### src/rtl/core/sliding_mode_velocity_controller_defines.svh
// Shared assertion macros for the controller core.
`ifndef SLIDING_MODE_VELOCITY_CONTROLLER_DEFINES_SVH
`define SLIDING_MODE_VELOCITY_CONTROLLER_DEFINES_SVH

// Same-cycle implication, disabled during reset.
`define SMVC_ASSERT_SAME(lbl, ante, cons, msg) \
  lbl: assert property (@(posedge clk) disable iff (rst) (ante) |-> (cons)) \
    else $error(msg);

// Next-cycle implication, disabled during reset.
`define SMVC_ASSERT_NEXT(lbl, ante, cons, msg) \
  lbl: assert property (@(posedge clk) disable iff (rst) (ante) |=> (cons)) \
    else $error(msg);

`endif

### src/rtl/core/smvc_pkg.sv
package smvc_pkg;

  localparam int VEHICLES_DEF = 64;
  localparam int WINDOW_DEF   = 10;
  localparam int CORDIC_STEPS = 24;
  localparam int PI_Q         = 205887;
  localparam int HALF_PI_Q    = 102944;
  localparam int CORDIC_K     = 652032874;
  localparam int UNIT_Q       = 65536;
  localparam int ROT_LIMIT    = 92682;
  localparam int IDX_W        = 11;   // sequencer index, covers up to 2048 vehicles
  localparam int CNT_W        = 6;    // window fill count, covers up to 63

  // config register indexes
  localparam logic [2:0] REG_SLOPE        = 3'd0;
  localparam logic [2:0] REG_GAIN         = 3'd1;
  localparam logic [2:0] REG_DERIV        = 3'd2;
  localparam logic [2:0] REG_GOAL_X       = 3'd3;
  localparam logic [2:0] REG_GOAL_Y       = 3'd4;
  localparam logic [2:0] REG_GOAL_Z       = 3'd5;
  localparam logic [2:0] REG_GOAL_HEADING = 3'd6;

  // datapath operations
  localparam logic [4:0] OP_NOP         = 5'd0;
  localparam logic [4:0] OP_CLEAR       = 5'd1;
  localparam logic [4:0] OP_LOAD        = 5'd2;
  localparam logic [4:0] OP_MUL_SX      = 5'd3;
  localparam logic [4:0] OP_SET_SX      = 5'd4;
  localparam logic [4:0] OP_MUL_SY      = 5'd5;
  localparam logic [4:0] OP_SET_SY      = 5'd6;
  localparam logic [4:0] OP_MUL_SZ      = 5'd7;
  localparam logic [4:0] OP_SET_SZ      = 5'd8;
  localparam logic [4:0] OP_WRITE       = 5'd9;
  localparam logic [4:0] OP_SUM         = 5'd10;
  localparam logic [4:0] OP_DIV_START   = 5'd11;
  localparam logic [4:0] OP_DIV_STEP    = 5'd12;
  localparam logic [4:0] OP_MUL_GX      = 5'd13;
  localparam logic [4:0] OP_MUL_KX      = 5'd14;
  localparam logic [4:0] OP_SET_CX      = 5'd15;
  localparam logic [4:0] OP_MUL_GY      = 5'd16;
  localparam logic [4:0] OP_MUL_KY      = 5'd17;
  localparam logic [4:0] OP_SET_CY      = 5'd18;
  localparam logic [4:0] OP_MUL_GZ      = 5'd19;
  localparam logic [4:0] OP_SET_CZ      = 5'd20;
  localparam logic [4:0] OP_CORDIC_INIT = 5'd21;
  localparam logic [4:0] OP_CORDIC_STEP = 5'd22;
  localparam logic [4:0] OP_MUL_RX      = 5'd23;
  localparam logic [4:0] OP_MUL_RY      = 5'd24;
  localparam logic [4:0] OP_SET_RY      = 5'd25;
  localparam logic [4:0] OP_OUT         = 5'd26;

  typedef struct packed {
    logic [4:0]       op;
    logic [IDX_W-1:0] idx;
  } cmd_t;

  typedef struct packed {
    logic             go;
    logic             rotate;
    logic             out_busy;
    logic [CNT_W-1:0] cnt;
  } status_t;

  typedef struct packed {
    logic        [23:0] slider_slope;
    logic        [23:0] slider_gain;
    logic        [23:0] deriv_gain_rate;
    logic signed [31:0] goal_x;
    logic signed [31:0] goal_y;
    logic signed [31:0] goal_z;
    logic signed [18:0] goal_heading;
  } cfg_t;

  // arctan(2^-i) in Q2.30
  function automatic logic [31:0] atan_at(input logic [4:0] i);
    logic [31:0] r;
    case (i)
      5'd0:  r = 32'd843314857;
      5'd1:  r = 32'd497837829;
      5'd2:  r = 32'd263043837;
      5'd3:  r = 32'd133525159;
      5'd4:  r = 32'd67021687;
      5'd5:  r = 32'd33543516;
      5'd6:  r = 32'd16775851;
      5'd7:  r = 32'd8388437;
      5'd8:  r = 32'd4194283;
      5'd9:  r = 32'd2097149;
      5'd10: r = 32'd1048576;
      5'd11: r = 32'd524288;
      5'd12: r = 32'd262144;
      5'd13: r = 32'd131072;
      5'd14: r = 32'd65536;
      5'd15: r = 32'd32768;
      5'd16: r = 32'd16384;
      5'd17: r = 32'd8192;
      5'd18: r = 32'd4096;
      5'd19: r = 32'd2048;
      5'd20: r = 32'd1024;
      5'd21: r = 32'd512;
      5'd22: r = 32'd256;
      5'd23: r = 32'd128;
      default: r = 32'd0;
    endcase
    return r;
  endfunction

endpackage

### src/rtl/core/smvc_ctrl.sv
`include "sliding_mode_velocity_controller_defines.svh"

module smvc_ctrl #(
  parameter int VEHICLES = smvc_pkg::VEHICLES_DEF,
  parameter int WINDOW   = smvc_pkg::WINDOW_DEF
) (
  input  logic             clk,
  input  logic             rst,
  input  logic             in_valid,
  output logic             in_ready,
  output smvc_pkg::cmd_t   cmd,
  input  smvc_pkg::status_t status
);

  localparam int SUMW = 32 + $clog2(WINDOW);
  localparam int IW   = smvc_pkg::IDX_W;

  localparam logic [4:0] ST_CLEAR = 5'd0;
  localparam logic [4:0] ST_IDLE  = 5'd1;
  localparam logic [4:0] ST_READ  = 5'd2;
  localparam logic [4:0] ST_MSX   = 5'd3;
  localparam logic [4:0] ST_SSX   = 5'd4;
  localparam logic [4:0] ST_MSY   = 5'd5;
  localparam logic [4:0] ST_SSY   = 5'd6;
  localparam logic [4:0] ST_MSZ   = 5'd7;
  localparam logic [4:0] ST_SSZ   = 5'd8;
  localparam logic [4:0] ST_WR    = 5'd9;
  localparam logic [4:0] ST_SUM   = 5'd10;
  localparam logic [4:0] ST_DIV0  = 5'd11;
  localparam logic [4:0] ST_DIV   = 5'd12;
  localparam logic [4:0] ST_MGX   = 5'd13;
  localparam logic [4:0] ST_MKX   = 5'd14;
  localparam logic [4:0] ST_SCX   = 5'd15;
  localparam logic [4:0] ST_MGY   = 5'd16;
  localparam logic [4:0] ST_MKY   = 5'd17;
  localparam logic [4:0] ST_SCY   = 5'd18;
  localparam logic [4:0] ST_MGZ   = 5'd19;
  localparam logic [4:0] ST_SCZ   = 5'd20;
  localparam logic [4:0] ST_CINIT = 5'd21;
  localparam logic [4:0] ST_CSTEP = 5'd22;
  localparam logic [4:0] ST_MRX   = 5'd23;
  localparam logic [4:0] ST_MRY   = 5'd24;
  localparam logic [4:0] ST_SRY   = 5'd25;
  localparam logic [4:0] ST_OUT   = 5'd26;

  logic [4:0]    state, state_next;
  logic [IW-1:0] idx, idx_next;

  always_ff @(posedge clk) begin
    if (rst) begin
      state <= ST_CLEAR;
      idx   <= '0;
    end else begin
      state <= state_next;
      idx   <= idx_next;
    end
  end

  always_comb begin
    state_next = state;
    idx_next   = idx;
    cmd.op     = smvc_pkg::OP_NOP;
    cmd.idx    = idx;
    in_ready   = 1'b0;
    case (state)
      ST_CLEAR: begin
        cmd.op = smvc_pkg::OP_CLEAR;
        if (idx == IW'(VEHICLES - 1)) begin
          state_next = ST_IDLE;
          idx_next   = '0;
        end else begin
          idx_next = idx + 1'b1;
        end
      end
      ST_IDLE: begin
        in_ready = 1'b1;
        if (in_valid) begin
          cmd.op     = smvc_pkg::OP_LOAD;
          state_next = ST_READ;
        end
      end
      ST_READ:  state_next = status.go ? ST_MSX : ST_IDLE;
      ST_MSX: begin
        cmd.op = smvc_pkg::OP_MUL_SX;
        state_next = ST_SSX;
      end
      ST_SSX: begin
        cmd.op = smvc_pkg::OP_SET_SX;
        state_next = ST_MSY;
      end
      ST_MSY: begin
        cmd.op = smvc_pkg::OP_MUL_SY;
        state_next = ST_SSY;
      end
      ST_SSY: begin
        cmd.op = smvc_pkg::OP_SET_SY;
        state_next = ST_MSZ;
      end
      ST_MSZ: begin
        cmd.op = smvc_pkg::OP_MUL_SZ;
        state_next = ST_SSZ;
      end
      ST_SSZ: begin
        cmd.op = smvc_pkg::OP_SET_SZ;
        state_next = ST_WR;
      end
      ST_WR: begin
        cmd.op     = smvc_pkg::OP_WRITE;
        idx_next   = '0;
        state_next = ST_SUM;
      end
      ST_SUM: begin
        cmd.op = smvc_pkg::OP_SUM;
        if (idx == IW'(status.cnt)) begin
          idx_next   = '0;
          state_next = ST_DIV0;
        end else begin
          idx_next = idx + 1'b1;
        end
      end
      ST_DIV0: begin
        cmd.op = smvc_pkg::OP_DIV_START;
        state_next = ST_DIV;
      end
      ST_DIV: begin
        cmd.op = smvc_pkg::OP_DIV_STEP;
        if (idx == IW'(SUMW - 1)) begin
          idx_next   = '0;
          state_next = ST_MGX;
        end else begin
          idx_next = idx + 1'b1;
        end
      end
      ST_MGX: begin
        cmd.op = smvc_pkg::OP_MUL_GX;
        state_next = ST_MKX;
      end
      ST_MKX: begin
        cmd.op = smvc_pkg::OP_MUL_KX;
        state_next = ST_SCX;
      end
      ST_SCX: begin
        cmd.op = smvc_pkg::OP_SET_CX;
        state_next = ST_MGY;
      end
      ST_MGY: begin
        cmd.op = smvc_pkg::OP_MUL_GY;
        state_next = ST_MKY;
      end
      ST_MKY: begin
        cmd.op = smvc_pkg::OP_MUL_KY;
        state_next = ST_SCY;
      end
      ST_SCY: begin
        cmd.op = smvc_pkg::OP_SET_CY;
        state_next = ST_MGZ;
      end
      ST_MGZ: begin
        cmd.op = smvc_pkg::OP_MUL_GZ;
        state_next = ST_SCZ;
      end
      ST_SCZ: begin
        cmd.op = smvc_pkg::OP_SET_CZ;
        state_next = status.rotate ? ST_CINIT : ST_OUT;
      end
      ST_CINIT: begin
        cmd.op     = smvc_pkg::OP_CORDIC_INIT;
        idx_next   = '0;
        state_next = ST_CSTEP;
      end
      ST_CSTEP: begin
        cmd.op = smvc_pkg::OP_CORDIC_STEP;
        if (idx == IW'(smvc_pkg::CORDIC_STEPS - 1)) begin
          idx_next   = '0;
          state_next = ST_MRX;
        end else begin
          idx_next = idx + 1'b1;
        end
      end
      ST_MRX: begin
        cmd.op = smvc_pkg::OP_MUL_RX;
        state_next = ST_MRY;
      end
      ST_MRY: begin
        cmd.op = smvc_pkg::OP_MUL_RY;
        state_next = ST_SRY;
      end
      ST_SRY: begin
        cmd.op = smvc_pkg::OP_SET_RY;
        state_next = ST_OUT;
      end
      ST_OUT: begin
        if (!status.out_busy) begin
          cmd.op     = smvc_pkg::OP_OUT;
          state_next = ST_IDLE;
        end
      end
      default: begin
        state_next = ST_IDLE;
        idx_next   = '0;
      end
    endcase
  end

  `SMVC_ASSERT_NEXT(a_accept_reads, in_valid && in_ready, state == ST_READ, "accept did not start a read")
  `SMVC_ASSERT_SAME(a_sum_bound, state == ST_SUM, idx <= IW'(status.cnt), "window sum ran past fill count")
  `SMVC_ASSERT_SAME(a_cordic_bound, state == ST_CSTEP, idx < IW'(smvc_pkg::CORDIC_STEPS), "rotation ran too long")

endmodule

### config.mk
export PLATFORM = sky130hd
export DESIGN_NAME = smvc_ctrl
export DESIGN_NICKNAME = d
export VERILOG_FILES = /design/src/rtl/core/smvc_pkg.sv /design/src/rtl/core/smvc_ctrl.sv
export VERILOG_INCLUDE_DIRS = /design/src /design/src/rtl/core
export SDC_FILE = /design/constraint.sdc
export NUM_CORES = 1
export LEC_CHECK = 0
export BUFFER_PORTS_ARGS = -buffer_cell sky130_fd_sc_hd__buf_2
export CAP_MARGIN = 20
export CORE_MARGIN = 3
export CORE_UTILIZATION = 57
export CTS_CLUSTER_SIZE = 28
export DETAILED_ROUTE_END_ITERATION = 7
export PLACE_DENSITY_LB_ADDON = 0.2
export SLEW_MARGIN = 10
export SYNTH_ARGS = -nofsm -noshare
export SYNTH_HDL_FRONTEND = slang
export SYNTH_SLANG_ARGS = --single-unit
### constraint.sdc
create_clock -name clk -period 5.35 [get_ports clk]
set_clock_uncertainty 0.15 [all_clocks]
set_input_delay 0.535 -clock clk [delete_from_list [all_inputs] [get_ports clk]]
set_output_delay 0.535 -clock clk [all_outputs]
set_load 0.02 [all_outputs]
# Word-level counts from Yosys, hierarchy flattened
# Cells that the tools add are included.
# classes
add_sub_neg	1
n_eq_ne	36
n_mux	18
n_reduce_logical	3
# ops
operator	n
5-bit one-hot mux with 27 select lines	1
5-bit one-hot mux with 26 select lines	1
5-bit equality test (second input constant)	11
11-bit one-hot mux with 5 select lines	1
11-bit 2-to-1 mux	4
5-bit by 4-bit equality test with 1-bit output (second input constant)	8
5-bit 2-to-1 mux	7
11-bit by 6-bit equality test with 1-bit output (second input constant)	2
21-bit OR reduction	1
5-bit by 3-bit equality test with 1-bit output (second input constant)	4
2-bit inequality test (second input constant)	6
11-bit by 1-bit adder with 11-bit output (second input constant)	1
11-bit by 5-bit equality test with 1-bit output (second input constant)	1
11-bit by 6-bit equality test with 1-bit output	1
5-bit by 2-bit equality test with 1-bit output (second input constant)	2
6-bit AND reduction	1
5-bit by 1-bit equality test with 1-bit output (second input constant)	1
5-bit logical NOT	1
2-bit 2-to-1 mux	2
4-bit 2-to-1 mux	1
1-bit 2-to-1 mux	1
# totals
reg_bits	16
input_bits	12
output_inout_bits	17
word_cells	60

# Longest topological paths before layout
# Gate-level depths: netlist of the first run.
# depth
depth_word	3
mapped_depth	8
ltp_nobuf	7

# Worst setup path before layout of the first run
# OpenSTA, ideal clock, no wires.
# synth_path
kind	reg-to-reg
startpoint	register idx[6]
endpoint	register state[1]
t_arrival_ns	1.976
slack_ns	3.101
stages_incl_launch_ff	7
period_less_slack_ns	2.249
cell_sequence	dfxtp_1 or4_4 nor4_2 a21oi_1 nor3_2 nand3b_2 mux2_1
# synth_between
elab_chain_len	3
word_cells_on_any_way	9
cone_classes	eq/ne: 8; reduce/logical: 1
# synth_lines
element	line	text
from (decl)	smvc_ctrl.sv:47	logic [IW-1:0] idx, idx_next;
from (signal assigned)	smvc_ctrl.sv:55	idx <= idx_next;
11-bit by 5-bit equality test with 1-bit output (tied with other cells)	smvc_ctrl.sv:173	if (idx == IW'(smvc_pkg::CORDIC_STEPS - 1)) begin
2-bit inequality test (no source line)	-	
6-bit AND reduction (no source line) *	-	
to (signal assigned)	smvc_ctrl.sv:54	state <= state_next;
to (decl)	smvc_ctrl.sv:46	logic [4:0] state, state_next;
# Mark *: on every way between the ends. The rest lies on a longest branch, timed or not.
# A chain may end at the register's enable or synchronous reset.

==> reports/summary.md, run 1 <==
The total leakage power came out at 0.577 nW. Counting cells, the worst reg-to-reg path comes to 6. Synthesis handed over a netlist of 167 instances. The internal portion of the total power is 0.000172 W. The setup fix buffers added after clock tree synthesis came out at 0. In this run the critical register-to-register path is captured at state[4]. TritonCTS built the clock tree. The tools report the residual DRC count as 0. Detailed routing placed a total of 149 um of wire on met3. Root buffer selected by CTS: clkbuf_4. The run finished with clean final reports. The repair_antennas step left the layout with diodes totalling 0. The most critical setup path has its endpoint at cmd[11]. The element type at the critical path start was a register. The total power density per cell area is 163 nW/um2, and the core region area is 2000 um2. The run gives 1.83 ns as the data arrival time of the critical path. The worst flop-to-flop path startpoint is state[3]. For the peak ir drop on the vdd network, the log shows 0.232 mV. The highest layer used for signal routing is met4. Counting flops with a built-in enable in the synthesized netlist gives 0.

The count of final setup violators was 0. The tools report the area taken by multi-input logic gates as 857 um2. Once layout is done, the placed cells without fillers occupy 1390 um2. The wire length of the first global-routing pass was 4630 um; the sum of routed wire segments on met1 was 1310 um. In this run the power spent charging and discharging nets is 0.0000540 W. The width of the die is 52.6 um, and the fraction of the mapped netlist area in compound gates is 13.5%. Of all flip-flops after synthesis, the portion carrying an async set or reset was 0%. Leading cell type by number of instances after synthesis: nor2_1. After Yosys synthesis, full adders, half adders and majority gates account for 1.01% of the synthesized area. Detailed placement finished with a half-perimeter wire length of 1970 um. After synthesis, the largest family of logic cells by area is simple AND/OR/NAND/NOR gates. The run gives 0 as the total count of hold-check failures in the final report. When the netlist entered floorplanning its net count stood at 180.

Clock tree synthesis found a total of 16 sinks. In the synthesized netlist the dominant register cell turns out to be dfxtp_1. In this run the tightest slew margin relative to its limit is 52.8%. Dividing the detail-routed wire length by the instance count gives 12.9 um.

Of the total power, registers draw 55.0%. Fill cells in the final layout number 175. During placement, the flow inserted port buffers numbering 28.

In this run the core area contains 16 standard-cell rows. Sequential elements use 25.9% of the synthesized area. The synthesized design devotes to its leading area cell type 25.9% of total area. For the CTS buffer count, the log shows 3. The initial core utilization is 61.9%. For the pin with the worst max-slew slack, the measured transition is 0.707 ns. Per-instance average area after synthesis: 7.42 um2. The area growth from synthesis to layout is 12.3%. The run gives 1360 um2 as the instance area at placement. The tools report the register-to-register setup slack as 2.95 ns.

After detailed routing, the number of vias per cell comes to 5.77. The largest driver fanout on the critical path is 24. The tools report the largest buffer count on any clock path as 2. The number of antenna violations at the first check in global routing was 0; the peak clock frequency supported by timing was 397 MHz.

The min-delay analysis places its worst path in the category primary input to register. The deepest level of the CTS H-tree was 1. In this run, synthesis produced a sequential element count of 16.

The count of distinct cell types in the synthesized netlist is 37. After Yosys synthesis, and, or, nand and nor cells account for 38.9% of the synthesized area. The tool flagged a number of max-cap violations equal to 0. The number of warning messages in the yosys log was 0; the post-synthesis xor/xnor area fraction was 11.3%. Of the total power, the share spent switching nets is 23.9%. The critical path is of the register to output port type. At the end of routability-driven placement, the weighted congestion stood at 0.869. Full die area: 2770 um2. The tools report the final global-route overflow total as 0. Summed over all instances, the cell type with the most area after synthesis is dfxtp_1. The sort of element at the end of the critical path was an output port. The overall routing resource usage was 22.4%. After clock tree synthesis, the clock-pin slew on the worst setup and hold paths is 0.09 ns. The post-detailed-route count of antenna-violating nets came out at 0. The tools report the max-slew violation total from the final report as 0. After layout, the minimum clock period comes to 2.52 ns. The via count of the first global-routing pass came out at 1029. In the synthesized netlist, the cells that appear most often are nor2_1, dfxtp_1, a21oi_1, clkbuf_1. The sequential standard cell area was 320 um2; the fraction of layout cells with a size suffix above 1 was 20.0%.

The initial DRC count is 27. The hold buffer count at cts was 0; the part of the total power dissipated in the clock network was 35.5%. 29 I/O pins were placed. For the worst setup path, the data required time is 4.66 ns. Summed over all failing endpoints, the final setup total negative slack is 0 ns.

Of the available clock period, the critical path in the final layout requires 47.1%. In this run the worst setup path begins at state[1]. Ranked by total cell area, the synthesized netlist is headed by dfxtp_1, nor2_1, xnor2_1.

The run gives 1224 as the total vias in the final route. For the number of iterations in the first detailed-routing pass, the log shows 4. The post-cts resize count is 0, and the multiplexer fraction of the synthesized cell area is 4.44%. In this run the vertical extent of the chip is 52.6 um.

Setup repair after global routing left no endpoint under its margin. The wire length reported by the detailed router was 2730 um. Clock latency on the worst-skew pair, taken at its later pin, is 0.29 ns.

After detailed routing, the met2 layer carries 1250 um of wire. The mapped netlist covers 1240 um2. Entering global routing, the biggest net connects 25 pins. After the last flow step, the layout net total stands at 199.

Of the total power, combinational logic draws 9.4%.
cell families (layout without fill, tap and decap cells):
logic type / Yosys count / count (layout)
multiplexers: 5 / 5
flip-flops: 16 / 16
adder cells (fa/ha/maj): 1 / 1
buffers and inverters: 15 / 33
XOR/XNOR: 16 / 16
AND/OR/NAND/NOR: 86 / 86
AO/OA/AOI/OAI: 28 / 28
layout by cell type, fill, tap and decap left out, types with 2 or more instances in the layout:
master	instances
nand3_1	6
nand4b_1	2
buf_2	28
o21bai_1	2
a21boi_0	2
mux2_1	4
nor3_2	2
a211oi_1	2
xor2_1	8
nor3_1	9
nor2_1	25
nand2_1	8
o21ai_0	6
dfxtp_1	16
nand2b_1	3
clkbuf_4	3
nor2b_1	9
nor3b_1	5
nor4b_1	3
xnor2_1	8
and3_1	3
a21oi_1	10
nand4_1	3
a31oi_1	3
and2_1	2
worst max-delay path: stages (launching register included):
cell	delay (ns)
dfxtp_1	0.79
nor2_1	0.16
and3_1	0.24
nor3_1	0.17
buf_2	0.18
power groups by stage:
stage	Sequential, W	Clock (W)	Combinational, W
6_report	0.000125	0.0000804	0.0000213
3_5_place_dp	0.000127	0	0.0000212
4_1_cts	0.000125	0.0000841	0.0000217
2_1_floorplan	0.000129	0	0.0000115
3_3_place_gp	0.000127	0	0.0000204
5_1_grt	0.000125	0.0000888	0.0000237
per-layer routing:
| layer | track usage, % | vias up |
|---|---|---|
| li1 | - | 621 |
| met1 | 31.5 | 564 |
| met2 | 33.7 | 34 |
| met3 | 6.27 | 5 |
| met4 | 5.11 | 0 |
| met5 | 0 | - |
worst min path at each step:
| stage | slack, ns | depth (start not counted) | endpoint | startpoint |
|---|---|---|---|---|
| 6_report | 0.40 | 2 | idx[0] | rst |
| 5_1_grt | 0.42 | 2 | idx[0] | rst |
| 4_1_cts | 0.39 | 2 | idx[0] | rst |
| 3_5_place_dp | 0.42 | 2 | idx[9] | idx[9] |
| 3_3_place_gp | 0.40 | 2 | idx[9] | idx[9] |
| 2_1_floorplan | 0.47 | 2 | idx[9] | idx[9] |
layout make-up:
type                    count  area share [%]
repair buffers             28            10.1
well taps                  27            2.43
clock buffers               4            2.61
inverters                   1           0.270
flip-flops and latches     16            23.0
multi-input cells         136            61.6
registers in the layout (all words and copies together) (netlist names):
name   count
idx       11
state      5
through the flow:
stage                     instances  util, %  hold slack (ns)  worst slack [ns]  power (W)
after floorplan                 167        -            0.474              3.10   0.000140
after global placement          208     67.7            0.397              3.06   0.000148
final                           212     69.5            0.398              2.83   0.000226
after global routing            212     69.5            0.420              2.68   0.000237
after detailed placement        208     67.7            0.423              3.03   0.000149
after CTS                       212     69.5            0.389              2.81   0.000230
(Power assumes the default switching activity.)
==> inputs of run 2 (changes only) <==
--- a/config.mk
+++ b/config.mk
@@ -6,10 +6,11 @@
 export SDC_FILE = /design/constraint.sdc
 export NUM_CORES = 1
 export LEC_CHECK = 0
+export ABC_AREA = 1
 export BUFFER_PORTS_ARGS = -buffer_cell sky130_fd_sc_hd__buf_2
 export CAP_MARGIN = 20
 export CORE_MARGIN = 3
-export CORE_UTILIZATION = 57
+export CORE_UTILIZATION = 52
 export CTS_CLUSTER_SIZE = 28
 export DETAILED_ROUTE_END_ITERATION = 7
 export PLACE_DENSITY_LB_ADDON = 0.2
==> constraint.sdc (replaced) <==
create_clock -name clk -period 2.15 [get_ports clk]
set_clock_uncertainty 0.15 [all_clocks]
set_input_delay 0.215 -clock clk [delete_from_list [all_inputs] [get_ports clk]]
set_output_delay 0.215 -clock clk [all_outputs]
set_load 0.02 [all_outputs]
==> reports/summary.md, run 2 <==
The flow ran to the end, and the final reports show no timing, DRC or antenna violations. The count of cells in the finished layout, fillers not included, comes to 440. The fraction of layout cells with a size suffix above 1 is 19.0%.

The layout has 344 filler cells. The logs give 436 for the total placed cells including tap cells and 328 um2 for the sequential standard cell area. In this run the cell area of the synthesized design comes to 1920 um2.

The via count of the first global-routing pass was 2100. The average instance in the mapped netlist occupies 5.33 um2. The type of the worst min-delay path was primary input to register. The path with the worst hold slack has its endpoint at idx[9]. The worst path uses 95.7% of the clock period.

The logs give 1 for the deepest level of the CTS H-tree and 0.620 mV for the peak ir drop on the vdd network. The element type at the critical path start was a register. For the worst flop-to-flop path, the logic depth is 10. In the final timing run, aggregate negative setup slack is 0 ns.

The wire length of the first global-routing pass was 9740 um. The top register by number of flip-flops is idx. Sorting the synthesized cells by how often they occur yields nand2_1, nor2_1, nand3_1. Yosys instantiated no cell more often than nand2_1. The width of the die works out to 66.8 um. In the synthesized netlist, the number of instances is 361.

After detailed routing, the total wire length is 6000 um. The number of clock sinks came out at 16. Total half-perimeter wirelength after legalization and detailed placement: 4600 um. The worst hold path startpoint was rst. The critical register-to-register path endpoint was idx[10]. Dividing the detail-routed wire length by the instance count gives 13.6 um. The run gives 374 as the post-synthesis net count.

Clock latency on the worst-skew pair, taken at its later pin, is 0.26 ns. Data arrival time of the critical path: 1.69 ns. The buffering stage count on the worst path with inverters included works out to 1. The top cell types in the final layout, fill and taps aside, are nand2_1, nor2_1, nand3_1.

The signal on the critical path passes through nand2_1, nor2_4, nand2_1, nand2_1, nor2_1, nand3_1, buf_2. The count of nets left with antenna violations once routing finished came out at 0. In this run the biggest area consumer among cell types represents 22.4% of the synthesized area. TritonCTS built the clock tree. Initial core utilization: 55.9%.

The max-slew violation total from the final report is 0, and the path length in cells of the critical path is 7. The setup path with the least slack is of type register to output port. For this design the static power due to leakage is 1.17 nW. The routed design could run at a clock period as short as 2.06 ns. The worst setup path is captured at an output port. The repair_antennas step left the layout with diodes totalling 0. The tree is rooted in a clkbuf_8. For the largest buffer count on any clock path, the log shows 2. Counting the buffers created by CTS gives 3.

In this run the core area contains 21 standard-cell rows. nand2_1 takes more of the synthesized area than any other cell. The tool flagged a number of max-cap violations equal to 0. The global placement routability congestion came out at 1.01. The data required time at the worst endpoint was 1.78 ns. Counting instances, the worst hold path has a depth of 2.

For this run, the post-layout net count is 408. Of all flip-flops after synthesis, the portion carrying an async set or reset was 0%. The largest driver fanout on the critical path is 6.

The residual DRC count was 0. Setup violations remaining at the end of the flow were counted as 0. The largest individual stage delay along the critical path comes from the cell dfxtp_2.

The area growth from synthesis to layout is 15.6%. The number of I/O pins came out at 29. The number of antenna violations at the first check in global routing was 0. The first TritonRoute pass finished after 7 iterations. The full die area was 4460 um2. Counting stages on the worst path, the most repeated cell is nand2_1. Vertical extent of the die: 66.8 um. In this run the critical register-to-register path is launched from state[0]. The tools report the final global-route overflow total as 0.

The average vias per placed instance was 5.75. Commonest non-fill, non-tap cell in the layout: nand2_1. Number of register bits inferred by synthesis: 16. The flip-flop count of the largest register after layout is 11, and the total vias in the final route is 2530.

The total count of hold-check failures in the final report is 0. For the pin count of the biggest net entering global routing, the log shows 14. The total power density per cell area is 939 nW/um2. The number of warning messages in the yosys log was 0. Timing would allow up to 486 MHz.

After the first detailed-routing iteration, the DRC count stood at 337. After synthesis, the cell types taking the most area are nand2_1, dfxtp_1, nor2_1. The largest registers in the layout are idx (11), state (5). Buffers placed on the I/O ports in this run total 28. Among all flip-flop cells after synthesis, the most frequent one is dfxtp_1.

The clock transition time at the flip-flop clock pins of the worst setup and hold paths was 0.07 ns. The transition time at the pin with the least slew margin is 0.325 ns. The count of flip-flops with a built-in enable after synthesis was 0. In this design, the stage delay of the slowest critical-path cell is 0.40 ns.

The gate family responsible for the most delay along the worst path was simple AND/OR/NAND/NOR gates. The count of distinct cell types in the synthesized netlist was 31; the register-to-register setup slack was 0.20 ns. Summing the sequential cell areas from Yosys gives 16.7% of the chip area. In the final layout, the multi-input gates occupy 1430 um2. The core region is 3440 um2. Headroom to the max-slew limit came out at 78.3%. Global routing used 27.8% of the available tracks across all layers.
-- run 2: kinds of logic after synthesis --
group | Yosys count | share of synthesized area, %
and+or+nand+nor | 256 | 58.9
buffers and inverters | 47 | 10.3
AOI/OAI and AO/OA | 35 | 10.7
DFF | 16 | 16.7
xor gates and xnor gates | 6 | 2.73
adders and majority gates | 1 | 0.651
-- run 2: repair_timing --
action                     in CTS  in global routing
buffers inserted                0                  0
hold endpoints to repair        0                  0
setup endpoints to repair       0                 11
hold buffers                    0                  0
resized for setup               0                 13
-- run 2: worst register-to-register path, stage by stage, from the launching register on --
cell and delay (ns):
dfxtp_2 0.36, nand2_1 0.20, inv_2 0.08, nand2_1 0.07
nor2_1 0.05, nor2_1 0.19, nand2_1 0.11, nor2_1 0.13
nand3_2 0.23, a21oi_1 0.20, nor2_1 0.05
-- run 2: where the power goes --
group	internal (W)	switching [W]	leakage [nW]	total, W
logic	0.000414	0.000958	1.01	0.00137
clock network	0.000163	0.000119	0.0288	0.000281
registers	0.000354	0.0000811	0.132	0.000435
-- run 2: per-stage QoR --
step / util (%) / hold WS [ns] / power, W / setup WS [ns] / area (um2)
final: 64.6 / 0.156 / 0.00209 / 0.0916 / 2220
after global routing: 64.6 / 0.161 / 0.00227 / -0.0439 / 2220
after CTS: 63.6 / 0.152 / 0.00202 / 0.0129 / 2190
after detailed placement: 62.1 / 0.371 / 0.00174 / 0.194 / 2140
after global placement: 62.1 / 0.350 / 0.00174 / 0.206 / 2140
after floorplan: - / 0.134 / 0.00143 / 0.190 / 1920
-- run 2: layer usage --
metal  vias up  share of wire (%)  GRT usage, %
li1       1244                  -             -
met1      1085                 45          41.3
met2       187                 40          39.4
met3        14                 13          6.91
met4         0                1.3          7.11
met5         -                  0             0
-- run 2: how the worst max path moves through the flow --
| stage | start | end | slack, ns |
|---|---|---|---|
| final | state[0] | cmd[14] | 0.09 |
| after global routing | state[2] | cmd[12] | -0.04 |
| after CTS | state[2] | cmd[14] | 0.01 |
| after detailed placement | state[2] | idx[9] | 0.19 |
| after global placement | idx[0] | state[1] | 0.21 |
| after floorplan | idx[1] | state[0] | 0.19 |
-- run 2: final cells by class --
type                    count  share of cell area (%)
repair buffers             37                    9.34
well taps                  46                    2.59
flip-flops and latches     16                    14.7
inverters                  39                    6.58
clock buffers               4                    2.48
multi-input cells         298                    64.3
==> inputs of run 3 (changes only) <==
==> constraint.sdc (replaced) <==
create_clock -name clk -period 2.15 [get_ports clk]
set_clock_uncertainty 0.15 [all_clocks]
set_input_delay 0.1075 -clock clk [delete_from_list [all_inputs] [get_ports clk]]
set_output_delay 0.1075 -clock clk [all_outputs]
set_load 0.02 [all_outputs]
==> reports/summary.md, run 3 (synthesis gave the netlist of run 2 again) <==
The flow ran to the end, and the final reports show no timing, DRC or antenna violations. The area taken by multi-input logic gates was 1410 um2; the max-slew violation total from the final report was 0. The run gives 1.18 nW as the total leakage power. The final critical path time including I/O delays and setup was 2.05 ns.

The wire length reported by the detailed router is 6050 um. Routability-driven placement finished with a final weighted congestion of 1.06. The final period utilization works out to 95.4%.

The number of buffers and inverters on the critical path is 2. The flip-flop count of the largest register after layout was 11; the post-cts resize count was 0. The detailed router finished its first iteration with 367 violations.

The run gives 3440 um2 as the core region area. The maximum single-stage delay on the critical path came out at 0.39 ns. The data arrival time of the critical path is 1.79 ns. Deepest level of the CTS H-tree: 1. The internal power of the cells totals 0.000922 W. The number of clock buffers added by TritonCTS is 3. After clock tree synthesis, the clock-pin slew on the worst setup and hold paths is 0.07 ns. TritonCTS built the clock tree. The total count of hold-check failures in the final report was 0. The post-detailed-route count of antenna-violating nets is 0. Entering global routing, the biggest net connects 14 pins. Top register by number of flip-flops: idx. For the largest buffer count on any clock path, the log shows 2. IR analysis of the VDD net gives a maximum drop of 0.588 mV. The tools report the number of antenna violations at the first check in global routing as 0.

Setup repair after global routing left no endpoint under its margin. The run gives 66.0% as the part of the total power dissipated in combinational logic. The library cell used most frequently in the layout, excluding fill and tap cells, is nand2_1. For the via count of the first global-routing pass, the log shows 2057. Sort of element at the end of the critical path: an output port. The number of buffer cells added on primary ports is 28. In this run the worst hold path is classified as primary input to register. Sequential cells burn 20.6% of the power. For this design, the CTS-stage hold fixing added 0 buffers. Detailed routing inserted a total of 2552 vias. The class of the most critical setup path is register to output port. The critical-path cell with the highest stage delay is nor2_1.

The transition time at the pin with the least slew margin is 0.439 ns, and the number of clock sinks is 16. Clock tree synthesis selected as its root buffer the cell clkbuf_8. Global routing finished with a remaining overflow of 0. The number of I/O pins is 29, and the latest clock arrival within the worst-skew pair is 0.26 ns. Of all nets on the critical path, the largest fanout is 5.

Count of antenna diodes in the layout: 0. In this run the power spent charging and discharging nets is 0.00115 W. The data required time at the worst endpoint came out at 1.89 ns.

The net count of the finished layout is 409. For the count of final setup violators, the log shows 0. Global routing used 28.0% of the available tracks across all layers. Setup total negative slack on the finished layout was measured at 0 ns. Fill cells in the final layout number 359. Among cell families on the critical path, the largest total delay comes from simple AND/OR/NAND/NOR gates. The number of setup buffers added after CTS is 0.

The vertical extent of the die came out at 66.8 um. Total power density per cell area: 938 nW/um2. Most repeated library cell on the critical path: nor2_1. From synthesis to final layout, the design area changed by 14.9%.

Summing all flip-flop and latch instances after layout gives 324 um2. Average vias per placed instance: 5.79. The signal on the critical path passes through nor2_1, nand3_2, buf_4, nand2_1, nor2_1, nand3_1, buf_2. The worst setup path is launched from a register. The die covers 4460 um2. Measured against its own limit, the worst slew margin works out to 70.6%. Measured along the x axis, the die boundary spans 66.8 um. For this configuration, the core starts out at a cell density of 55.9%. The library cells used most frequently in the layout, excluding fill and tap cells, are nand2_1, nor2_1, nand3_1. Total placed cells including tap cells: 437. The tools report the final cell count without fillers as 441. The post-route netlist has 17.7% of its cells at a drive strength greater than 1. The max-cap violation count came out at 0. The number of iterations in the first detailed-routing pass is 5, and the wire length of the first global-routing pass is 9640 um. After detailed routing, the average wire length per cell comes to 13.7 um. The clock network accounts for 13.4% of the total power. After floorplanning, the core was divided into 21 placement rows.

In this run switching power makes up 55.5% of total power. After detailed routing, the number of remaining DRC violations is 0. In the final layout, the registers with the most flip-flops are idx (11), state (5).

The wire-length estimate of the detail-placed layout is 4660 um. Based on the critical path, the design can be clocked at up to 488 MHz.
[run 3: changes by cell type in the layout (fill, tap and decap cells not counted)]
cell / change
nor2_2: -3
nand2_1: +1
dfxtp_4: -1
dfxtp_1: +1
buf_4: +1
nand2_2: -1
nor2_4: -1
nor2_1: +4
[run 3: final cells by class]
| type | instances | area share [%] |
|---|---|---|
| tap | 46 | 2.60 |
| clock buffer | 4 | 2.49 |
| timing repair buffer | 38 | 9.74 |
| sequential | 16 | 14.7 |
| inverter | 39 | 6.63 |
| multi-input combinational | 298 | 63.9 |
[run 3: per-stage QoR]
stage | total power [W] | instance area (um2) | worst slack (ns) | utilization (%) | hold WS (ns)
global placement | 0.00174 | 2140 | 0.220 | 62.3 | 0.303
finish | 0.00207 | 2210 | 0.0992 | 64.2 | 0.0409
CTS | 0.00203 | 2200 | 0.128 | 63.9 | 0.0382
detailed placement | 0.00174 | 2140 | 0.175 | 62.3 | 0.308
global route | 0.00223 | 2210 | 0.00712 | 64.2 | 0.0686
floorplan | 0.00143 | 1920 | 0.190 | - | 0.0266
[run 3: worst paths after layout]
kind | start | to | slack, ns | depth (start not counted)
min | rst | idx[9] | 0.04 | 2
max | state[0] | cmd[14] | 0.1 | 7
min reg2reg | idx[7] | idx[7] | 0.37 | 2
max reg2reg | idx[3] | state[0] | 0.15 | 11
[run 3: layer usage]
| layer | part of all wire [%] | vias to the layer above | routed length [um] | global-route usage [%] |
|---|---|---|---|---|
| li1 | - | 1245 | - | - |
| met1 | 43 | 1088 | 2630 | 42.0 |
| met2 | 40 | 192 | 2410 | 40.0 |
| met3 | 15 | 27 | 885 | 5.23 |
| met4 | 2.1 | 0 | 129 | 7.36 |
| met5 | 0 | - | 0 | 0 |
[run 3: power by group through the flow]
stage                     Sequential (W)  Combinational (W)  Clock, W
after global placement          0.000423            0.00131         0
after global routing            0.000436            0.00150  0.000295
after detailed placement        0.000426            0.00132         0
after floorplan                 0.000424            0.00101         0
final                           0.000427            0.00137  0.000278
after CTS                       0.000419            0.00132  0.000285
